### src/design/kdr_pkg.sv
// Shared types, codes and constants of the k-d tree radius search core.
`timescale 1ns / 1ps
package kdr_pkg;

   localparam int CAPACITY_DEF   = 64;
   localparam int COORD_BITS_DEF = 20;
   localparam int ID_W           = 16;
   localparam int MAX_RESULTS    = 64;
   localparam int HIT_W          = $clog2(MAX_RESULTS + 1);

   typedef enum logic [2:0] {
      FUNC_CLEAR  = 3'd0,
      FUNC_ADD    = 3'd1,
      FUNC_DELETE = 3'd2,
      FUNC_MEMBER = 3'd3,
      FUNC_QUERY  = 3'd4
   } func_type;

   typedef enum logic [1:0] {
      STATUS_OK       = 2'd0,
      STATUS_FULL     = 2'd1,
      STATUS_NOTFOUND = 2'd2
   } status_type;

   typedef enum logic [1:0] {
      AXIS_X = 2'd0,
      AXIS_Y = 2'd1,
      AXIS_Z = 2'd2
   } axis_type;

   typedef enum logic [4:0] {
      OP_NOP, OP_CAPTURE, OP_CLEAR, OP_ADD, OP_SCAN_INIT, OP_SCAN_RD, OP_SCAN_NEXT,
      OP_FOUND, OP_DEL_RDLAST, OP_DEL_MOVE, OP_EMIT_ONE, OP_I_CLR, OP_INIT_WR,
      OP_ROOT, OP_SRT_START, OP_SRT_RDKEY, OP_SRT_KEY, OP_SRT_KV, OP_SRT_PLACE,
      OP_SRT_RDPREV, OP_SRT_PREV, OP_SRT_SHIFT, OP_SPLIT, OP_POP, OP_WK_START,
      OP_WK_RDORD, OP_WK_RDSLOT, OP_WK_DIFF, OP_WK_SQ, OP_WK_SUM, OP_WK_TAKE,
      OP_EMIT_LAST
   } dp_op_type;

   typedef enum logic [4:0] {
      ST_IDLE, ST_DISPATCH, ST_SCAN_RD, ST_SCAN_CHK, ST_DEL_MOVE, ST_EMIT_ONE,
      ST_RB_INIT, ST_RB_NODE, ST_SRT_I, ST_SRT_KEY, ST_SRT_KV, ST_SRT_J,
      ST_SRT_PREV, ST_SRT_CMP, ST_RB_SPLIT, ST_RB_POP, ST_WK_NODE, ST_WK_SLOT,
      ST_WK_DIFF, ST_WK_SQ, ST_WK_SUM, ST_WK_TAKE, ST_WK_SPLIT, ST_WK_POP,
      ST_WK_FLUSH
   } ctrl_state_type;

   typedef struct packed {
      dp_op_type op;
      logic      bounds;
   } dp_cmd_type;

   typedef struct packed {
      logic [2:0] func;
      logic       full;
      logic       scan_end;
      logic       id_eq;
      logic       tree_valid;
      logic       srt_end;
      logic       j_zero;
      logic       prev_gt;
      logic       cnt_zero;
      logic       left_go;
      logic       stack_empty;
      logic       hit;
      logic       pend_valid;
      logic       hits_full;
      logic       out_free;
   } dp_stat_type;

endpackage

### src/design/kdr_ctrl.sv
// Controller state machine: sequences datapath operations for each item.
`timescale 1ns / 1ps
module kdr_ctrl (
   input  logic                 clock,
   input  logic                 reset,
   input  logic                 req_valid,
   output logic                 req_ready,
   input  kdr_pkg::dp_stat_type stat,
   output kdr_pkg::dp_cmd_type  cmd
);

   kdr_pkg::ctrl_state_type state_ff, state_in;

   always_ff @(posedge clock) begin
      if (reset) begin
         state_ff <= kdr_pkg::ST_IDLE;
      end else begin
         state_ff <= state_in;
      end
   end

   always_comb begin
      state_in   = state_ff;
      cmd.op     = kdr_pkg::OP_NOP;
      cmd.bounds = 1'b0;
      req_ready  = 1'b0;
      case (state_ff)
         kdr_pkg::ST_IDLE: begin
            req_ready = 1'b1;
            if (req_valid) begin
               cmd.op   = kdr_pkg::OP_CAPTURE;
               state_in = kdr_pkg::ST_DISPATCH;
            end
         end
         kdr_pkg::ST_DISPATCH: begin
            case (stat.func)
               kdr_pkg::FUNC_CLEAR: begin
                  cmd.op   = kdr_pkg::OP_CLEAR;
                  state_in = kdr_pkg::ST_EMIT_ONE;
               end
               kdr_pkg::FUNC_ADD: begin
                  cmd.op   = kdr_pkg::OP_ADD;
                  state_in = kdr_pkg::ST_EMIT_ONE;
               end
               kdr_pkg::FUNC_DELETE, kdr_pkg::FUNC_MEMBER: begin
                  cmd.op   = kdr_pkg::OP_SCAN_INIT;
                  state_in = kdr_pkg::ST_SCAN_RD;
               end
               kdr_pkg::FUNC_QUERY: begin
                  if (stat.tree_valid) begin
                     cmd.op   = kdr_pkg::OP_WK_START;
                     state_in = kdr_pkg::ST_WK_NODE;
                  end else begin
                     cmd.op   = kdr_pkg::OP_I_CLR;
                     state_in = kdr_pkg::ST_RB_INIT;
                  end
               end
               default: state_in = kdr_pkg::ST_EMIT_ONE;
            endcase
         end
         kdr_pkg::ST_SCAN_RD: begin
            if (stat.scan_end) begin
               state_in = kdr_pkg::ST_EMIT_ONE;
            end else begin
               cmd.op   = kdr_pkg::OP_SCAN_RD;
               state_in = kdr_pkg::ST_SCAN_CHK;
            end
         end
         kdr_pkg::ST_SCAN_CHK: begin
            if (!stat.id_eq) begin
               cmd.op   = kdr_pkg::OP_SCAN_NEXT;
               state_in = kdr_pkg::ST_SCAN_RD;
            end else if (stat.func == kdr_pkg::FUNC_DELETE) begin
               cmd.op   = kdr_pkg::OP_DEL_RDLAST;
               state_in = kdr_pkg::ST_DEL_MOVE;
            end else begin
               cmd.op   = kdr_pkg::OP_FOUND;
               state_in = kdr_pkg::ST_EMIT_ONE;
            end
         end
         kdr_pkg::ST_DEL_MOVE: begin
            cmd.op   = kdr_pkg::OP_DEL_MOVE;
            state_in = kdr_pkg::ST_EMIT_ONE;
         end
         kdr_pkg::ST_EMIT_ONE: begin
            if (stat.out_free) begin
               cmd.op   = kdr_pkg::OP_EMIT_ONE;
               state_in = kdr_pkg::ST_IDLE;
            end
         end
         kdr_pkg::ST_RB_INIT: begin
            if (stat.scan_end) begin
               cmd.op   = kdr_pkg::OP_ROOT;
               state_in = kdr_pkg::ST_RB_NODE;
            end else begin
               cmd.op = kdr_pkg::OP_INIT_WR;
            end
         end
         kdr_pkg::ST_RB_NODE: begin
            if (stat.cnt_zero) begin
               state_in = kdr_pkg::ST_RB_POP;
            end else begin
               cmd.op   = kdr_pkg::OP_SRT_START;
               state_in = kdr_pkg::ST_SRT_I;
            end
         end
         kdr_pkg::ST_SRT_I: begin
            if (stat.srt_end) begin
               state_in = kdr_pkg::ST_RB_SPLIT;
            end else begin
               cmd.op   = kdr_pkg::OP_SRT_RDKEY;
               state_in = kdr_pkg::ST_SRT_KEY;
            end
         end
         kdr_pkg::ST_SRT_KEY: begin
            cmd.op   = kdr_pkg::OP_SRT_KEY;
            state_in = kdr_pkg::ST_SRT_KV;
         end
         kdr_pkg::ST_SRT_KV: begin
            cmd.op   = kdr_pkg::OP_SRT_KV;
            state_in = kdr_pkg::ST_SRT_J;
         end
         kdr_pkg::ST_SRT_J: begin
            if (stat.j_zero) begin
               cmd.op   = kdr_pkg::OP_SRT_PLACE;
               state_in = kdr_pkg::ST_SRT_I;
            end else begin
               cmd.op   = kdr_pkg::OP_SRT_RDPREV;
               state_in = kdr_pkg::ST_SRT_PREV;
            end
         end
         kdr_pkg::ST_SRT_PREV: begin
            cmd.op   = kdr_pkg::OP_SRT_PREV;
            state_in = kdr_pkg::ST_SRT_CMP;
         end
         kdr_pkg::ST_SRT_CMP: begin
            if (stat.prev_gt) begin
               cmd.op   = kdr_pkg::OP_SRT_SHIFT;
               state_in = kdr_pkg::ST_SRT_J;
            end else begin
               cmd.op   = kdr_pkg::OP_SRT_PLACE;
               state_in = kdr_pkg::ST_SRT_I;
            end
         end
         kdr_pkg::ST_RB_SPLIT: begin
            cmd.op   = kdr_pkg::OP_SPLIT;
            state_in = stat.left_go ? kdr_pkg::ST_RB_NODE : kdr_pkg::ST_RB_POP;
         end
         kdr_pkg::ST_RB_POP: begin
            if (stat.stack_empty) begin
               cmd.op   = kdr_pkg::OP_WK_START;
               state_in = kdr_pkg::ST_WK_NODE;
            end else begin
               cmd.op   = kdr_pkg::OP_POP;
               state_in = kdr_pkg::ST_RB_NODE;
            end
         end
         kdr_pkg::ST_WK_NODE: begin
            if (stat.cnt_zero) begin
               state_in = kdr_pkg::ST_WK_FLUSH;
            end else begin
               cmd.op   = kdr_pkg::OP_WK_RDORD;
               state_in = kdr_pkg::ST_WK_SLOT;
            end
         end
         kdr_pkg::ST_WK_SLOT: begin
            cmd.op   = kdr_pkg::OP_WK_RDSLOT;
            state_in = kdr_pkg::ST_WK_DIFF;
         end
         kdr_pkg::ST_WK_DIFF: begin
            cmd.op   = kdr_pkg::OP_WK_DIFF;
            state_in = kdr_pkg::ST_WK_SQ;
         end
         kdr_pkg::ST_WK_SQ: begin
            cmd.op   = kdr_pkg::OP_WK_SQ;
            state_in = kdr_pkg::ST_WK_SUM;
         end
         kdr_pkg::ST_WK_SUM: begin
            cmd.op   = kdr_pkg::OP_WK_SUM;
            state_in = kdr_pkg::ST_WK_TAKE;
         end
         kdr_pkg::ST_WK_TAKE: begin
            if (!stat.hit) begin
               state_in = kdr_pkg::ST_WK_SPLIT;
            end else if (!stat.pend_valid || stat.out_free) begin
               cmd.op   = kdr_pkg::OP_WK_TAKE;
               state_in = stat.hits_full ? kdr_pkg::ST_WK_FLUSH : kdr_pkg::ST_WK_SPLIT;
            end
         end
         kdr_pkg::ST_WK_SPLIT: begin
            cmd.op     = kdr_pkg::OP_SPLIT;
            cmd.bounds = 1'b1;
            state_in   = stat.left_go ? kdr_pkg::ST_WK_NODE : kdr_pkg::ST_WK_POP;
         end
         kdr_pkg::ST_WK_POP: begin
            if (stat.stack_empty) begin
               state_in = kdr_pkg::ST_WK_FLUSH;
            end else begin
               cmd.op   = kdr_pkg::OP_POP;
               state_in = kdr_pkg::ST_WK_NODE;
            end
         end
         kdr_pkg::ST_WK_FLUSH: begin
            if (stat.out_free) begin
               cmd.op   = kdr_pkg::OP_EMIT_LAST;
               state_in = kdr_pkg::ST_IDLE;
            end
         end
         default: state_in = kdr_pkg::ST_IDLE;
      endcase
   end

endmodule

### config.mk
export PLATFORM = sky130hd
export DESIGN_NAME = kdr_ctrl
export DESIGN_NICKNAME = d
export VERILOG_FILES = /design/src/design/kdr_pkg.sv /design/src/design/kdr_ctrl.sv
export SDC_FILE = /design/constraint.sdc
export NUM_CORES = 1
export LEC_CHECK = 0
export ABC_AREA = 1
export BUFFER_PORTS_ARGS = -buffer_cell sky130_fd_sc_hd__buf_2
export CAP_MARGIN = 0
export CORE_UTILIZATION = 50
export DETAILED_ROUTE_END_ITERATION = 8
export GPL_ROUTABILITY_DRIVEN = 0
export GPL_TIMING_DRIVEN = 0
export PLACE_DENSITY = 0.76
export SLEW_MARGIN = 20
export SYNTH_ARGS = -nofsm -noshare
export SYNTH_HDL_FRONTEND = slang
export SYNTH_SLANG_ARGS = --single-unit
### constraint.sdc
create_clock -name clock -period 3.6 [get_ports clock]
set_clock_uncertainty 0.1 [all_clocks]
set_input_delay 0.36 -clock clock [delete_from_list [all_inputs] [get_ports clock]]
set_output_delay 0.36 -clock clock [all_outputs]
set_load 0.1 [all_outputs]
==> report_table.html <==
<table>
<tr><th>Metric</th><th>Value</th></tr>
<tr><th colspan="2">Logic synthesis</th></tr>
<tr><td>Cell area after synthesis</td><td>1070 um2</td></tr>
<tr><td>EDFF count, synth</td><td>0</td></tr>
<tr><td>Fraction of the yosys area taken by sequential cells</td><td>0.09357</td></tr>
<tr><td>Most frequent cell after synthesis</td><td>nand2_1</td></tr>
<tr><td>Area share of the largest cell type after synthesis</td><td>0.2035</td></tr>
<tr><td>Mapped Cells</td><td>218</td></tr>
<tr><td>Leading post-synthesis cells by cell area</td><td>nand2_1, nand3_1, nor2_1</td></tr>
<tr><td>Syn_nets</td><td>238</td></tr>
<tr><td>Number of distinct library cells after synthesis</td><td>24</td></tr>
<tr><td>Most frequent cells after synthesis</td><td>nand2_1, nor2_1, nand3_1</td></tr>
<tr><td>Number of flip-flops and latches in the synthesized netlist</td><td>5</td></tr>
<tr><td>YS warnings</td><td>0</td></tr>
<tr><td>Area leader, netlist</td><td>nand2_1</td></tr>
<tr><td>Post-Synthesis Mean Instance Area</td><td>4.907 um2</td></tr>
<tr><td>Share of async-settable or async-resettable flops after synthesis</td><td>0</td></tr>
<tr><td>Main synth FF type</td><td>dfxtp_1</td></tr>
<tr><th colspan="2">Cells and area</th></tr>
<tr><td># nets final</td><td>268</td></tr>
<tr><td>Share of post-route cells with drive strength above 1</td><td>0.1579</td></tr>
<tr><td>Utilization of the core after routing</td><td>0.6332</td></tr>
<tr><td>Layout-stage area growth over the synthesis result</td><td>17.31%</td></tr>
<tr><td>Number of flip-flops in the largest register</td><td>5</td></tr>
<tr><td>Number of antenna cells inserted</td><td>0</td></tr>
<tr><td>Final Instance Area</td><td>1255 um2</td></tr>
<tr><td>Largest registers</td><td>state_ff: 5 flops</td></tr>
<tr><td>Largest register by flop count</td><td>state_ff</td></tr>
<tr><th colspan="2">Clocking</th></tr>
<tr><td>CTS tree</td><td>done</td></tr>
<tr><td>Clock latency on the worst-skew pair</td><td>0.24 ns</td></tr>
<tr><td>Number of gates given a new drive strength after cts</td><td>0</td></tr>
<tr><td>Max Root-Sink Buffers</td><td>2</td></tr>
<tr><td>Maximum level of the CTS H-tree</td><td>1</td></tr>
<tr><td>Total number of clock tree sinks</td><td>5</td></tr>
<tr><td>Buffer count from post-CTS setup fixing</td><td>0</td></tr>
<tr><td>Cell at the root of the clock tree</td><td>clkbuf_4</td></tr>
<tr><td>CTS Buf Count</td><td>3</td></tr>
<tr><td>Hold Buf Count CTS</td><td>0</td></tr>
<tr><td>Register clock-pin slew on the reported worst setup and hold paths</td><td>0.04 ns</td></tr>
<tr><th colspan="2">Route</th></tr>
<tr><td>Post-DRT Antenna Nets</td><td>0</td></tr>
<tr><td>Number of DRC markers in iteration 0</td><td>101</td></tr>
<tr><td>Vias</td><td>1509</td></tr>
<tr><td>WL final</td><td>3.335 mm</td></tr>
<tr><td>Drt wl/cell</td><td>12.17 um</td></tr>
<tr><td>Drt first pass iters</td><td>4</td></tr>
<tr><td>Post-detailed-route via-to-cell ratio</td><td>5.507</td></tr>
<tr><td>Total DRC errors in the routed layout</td><td>0</td></tr>
<tr><th colspan="2">STA</th></tr>
<tr><td>Final setup violation count</td><td>0</td></tr>
<tr><td>Endpoints failing hold</td><td>0</td></tr>
<tr><td>Relative slew slack</td><td>0.6774</td></tr>
<tr><td>Fin. max-slew vios</td><td>0</td></tr>
<tr><td>RSZ-0062 raised after global routing</td><td>false</td></tr>
<tr><td>Total Neg Setup Slack</td><td>0 ns</td></tr>
<tr><td>Shortest clock period the worst path allows after layout</td><td>2.839 ns</td></tr>
<tr><td>Final Cycle Share</td><td>0.7886</td></tr>
<tr><td>Transition time at the pin with the least slew margin</td><td>0.4872 ns</td></tr>
<tr><td>Worst hold slack</td><td>0.2431 ns</td></tr>
<tr><td>Maximum clock rate</td><td>0.3523 GHz</td></tr>
<tr><th colspan="2">Critical path</th></tr>
<tr><td>Crit path cell chain</td><td>buf_2, inv_1, nor2_4, nand2_2, nor2_1, nand2_1, o21ai_0, nor3_1, nand4_1, buf_2</td></tr>
<tr><td>Largest fanout of any net on the critical path</td><td>9</td></tr>
<tr><td>Critical Path Sink Type</td><td>primary output</td></tr>
<tr><td>Worst Path Arrival</td><td>2.38 ns</td></tr>
<tr><td>Buffers and inverters on the worst path</td><td>3</td></tr>
<tr><td>Startpoint-to-endpoint class of the critical path</td><td>register to primary output</td></tr>
<tr><td>Required time of the critical path</td><td>3.14 ns</td></tr>
<tr><td>Largest delay contributor family on the critical path</td><td>simple AND/OR/NAND/NOR gates</td></tr>
<tr><td>Max stage delay on crit path</td><td>0.43 ns</td></tr>
<tr><td>Launching element type of the critical path</td><td>register</td></tr>
<tr><td>Critical path's most frequent cell</td><td>buf_2</td></tr>
<tr><td>Highest-delay cell along the critical path</td><td>buf_2</td></tr>
<tr><th colspan="2">Pwr</th></tr>
<tr><td>Design Power</td><td>0.0006629 W</td></tr>
<tr><td>IR Drop Worst-Case VDD</td><td>0.3700 mV</td></tr>
<tr><td>Pleak</td><td>0.7093 nW</td></tr>
<tr><td>Power density cells</td><td>528.2 nW/um2</td></tr>
<tr><th colspan="2">Die</th></tr>
<tr><td>Die Outline Area</td><td>2329 um2</td></tr>
<tr><td>Placeable core area</td><td>1982 um2</td></tr>
<tr><td>Initial standard-cell utilization of the core</td><td>0.5398</td></tr>
<tr><td>Number of rows in the core area</td><td>16</td></tr>
<tr><td>Die boundary width</td><td>48.26 um</td></tr>
<tr><td>Top Ports</td><td>27</td></tr>
<tr><td>Vert. Die Dim</td><td>48.26 um</td></tr>
<tr><th colspan="2">Placement</th></tr>
<tr><td>Number of buffers inserted by port buffering</td><td>25</td></tr>
<tr><td>Post-DP Area</td><td>1229 um2</td></tr>
<tr><td>Final HPWL from detailed placement</td><td>2.771 mm</td></tr>
<tr><th colspan="2">Global route</th></tr>
<tr><td>Total global-route track usage</td><td>0.3280</td></tr>
<tr><td>Maximum number of pins on one net before global-route repair</td><td>11</td></tr>
<tr><td>Overall overflow remaining after global route</td><td>0</td></tr>
<tr><td>Initial antenna violation count</td><td>0</td></tr>
<tr><td>Wire length of the first global-routing pass</td><td>5.250 mm</td></tr>
<tr><td>Vias in the first global route</td><td>1231</td></tr>
<tr><th colspan="2">Worst hold path</th></tr>
<tr><td>Worst Hold Class</td><td>input port to register</td></tr>
<tr><th colspan="2">Run</th></tr>
<tr><td>Maxcap violations</td><td>0</td></tr>
<tr><th colspan="2">Outcome</th></tr>
<tr><td>Run status</td><td>finished, final reports clean</td></tr>
</table>
[area by class of cell]
class | instances | area, um2
multi-input combinational | 180 | 834.6
fill | 216 | 726.9
timing repair buffer | 25 | 125.1
inverter | 28 | 105.1
sequential | 5 | 100.1
tap | 27 | 33.78
buffer | 5 | 30.03
clock buffer | 4 | 26.28
[metrics by stage]
stage / instances / setup WS [ns]
6_report: 274 / 0.7612
3_3_place_gp: 270 / 1.129
5_1_grt: 274 / 0.5882
4_1_cts: 274 / 0.8162
2_1_floorplan: 218 / 0.09639
3_5_place_dp: 270 / 1.095
[cells by family after synthesis]
logic type	share of synthesized area
AND/OR/NAND/NOR	0.6596
AO/OA/AOI/OAI	0.1205
flip-flops	0.09357
buffers and inverters	0.1263
[cells in the final DEF (no fill, tap or decap), types with 3 or more instances in the layout]
| cell type | Yosys | layout |
|---|---|---|
| inv_1 | 27 | 27 |
| nand3b_1 | 3 | 3 |
| nor2_1 | 40 | 40 |
| nand2_1 | 58 | 58 |
| o21ai_0 | 11 | 11 |
| dfxtp_1 | 5 | 5 |
| a21oi_1 | 8 | 8 |
| nand3_1 | 31 | 31 |
| nor3_1 | 9 | 9 |
| buf_2 | 3 | 28 |
| clkbuf_4 | 0 | 3 |
| nand4_1 | 7 | 7 |
[worst register-to-register path, cell delays in order, from the launching register on]
cell	delay, ns
dfxtp_1	0.30
buf_6	0.13
inv_1	0.06
nand2_1	0.13
nor2_1	0.38
nand2_1	0.24
nand3_1	0.16
nor2_1	0.06
nand3_1	0.09
nand2_1	0.06
a21oi_1	0.14
[final timing paths]
kind / cells after the start / slack, ns / start / end
setup / recovery: 10 / 0.76 / state_ff[2]$_SDFFE_PP0P_ / cmd[5]
hold / removal: 2 / 0.24 / reset / state_ff[3]$_SDFFE_PP0P_
setup reg to reg: 10 / 1.70 / state_ff[0]$_SDFFE_PP0P_ / state_ff[1]$_SDFFE_PP0P_
hold reg to reg: 2 / 0.47 / state_ff[3]$_SDFFE_PP0P_ / state_ff[3]$_SDFFE_PP0P_
[power breakdown]
part           internal, W  switching [W]  total (W)
clock            0.0000417      0.0000206  0.0000623
combinational     0.000117       0.000412   0.000528
sequential       0.0000662     0.00000599  0.0000722
[routing by layer]
layer | part of all wire | track usage | vias up
li1 | - | - | 779
met1 | 0.44 | 0.4270 | 637
met2 | 0.44 | 0.5120 | 83
met3 | 0.099 | 0.08519 | 10
met4 | 0.022 | 0.1333 | 0
met5 | 0 | 0 | -
(Power assumes the default switching activity.)
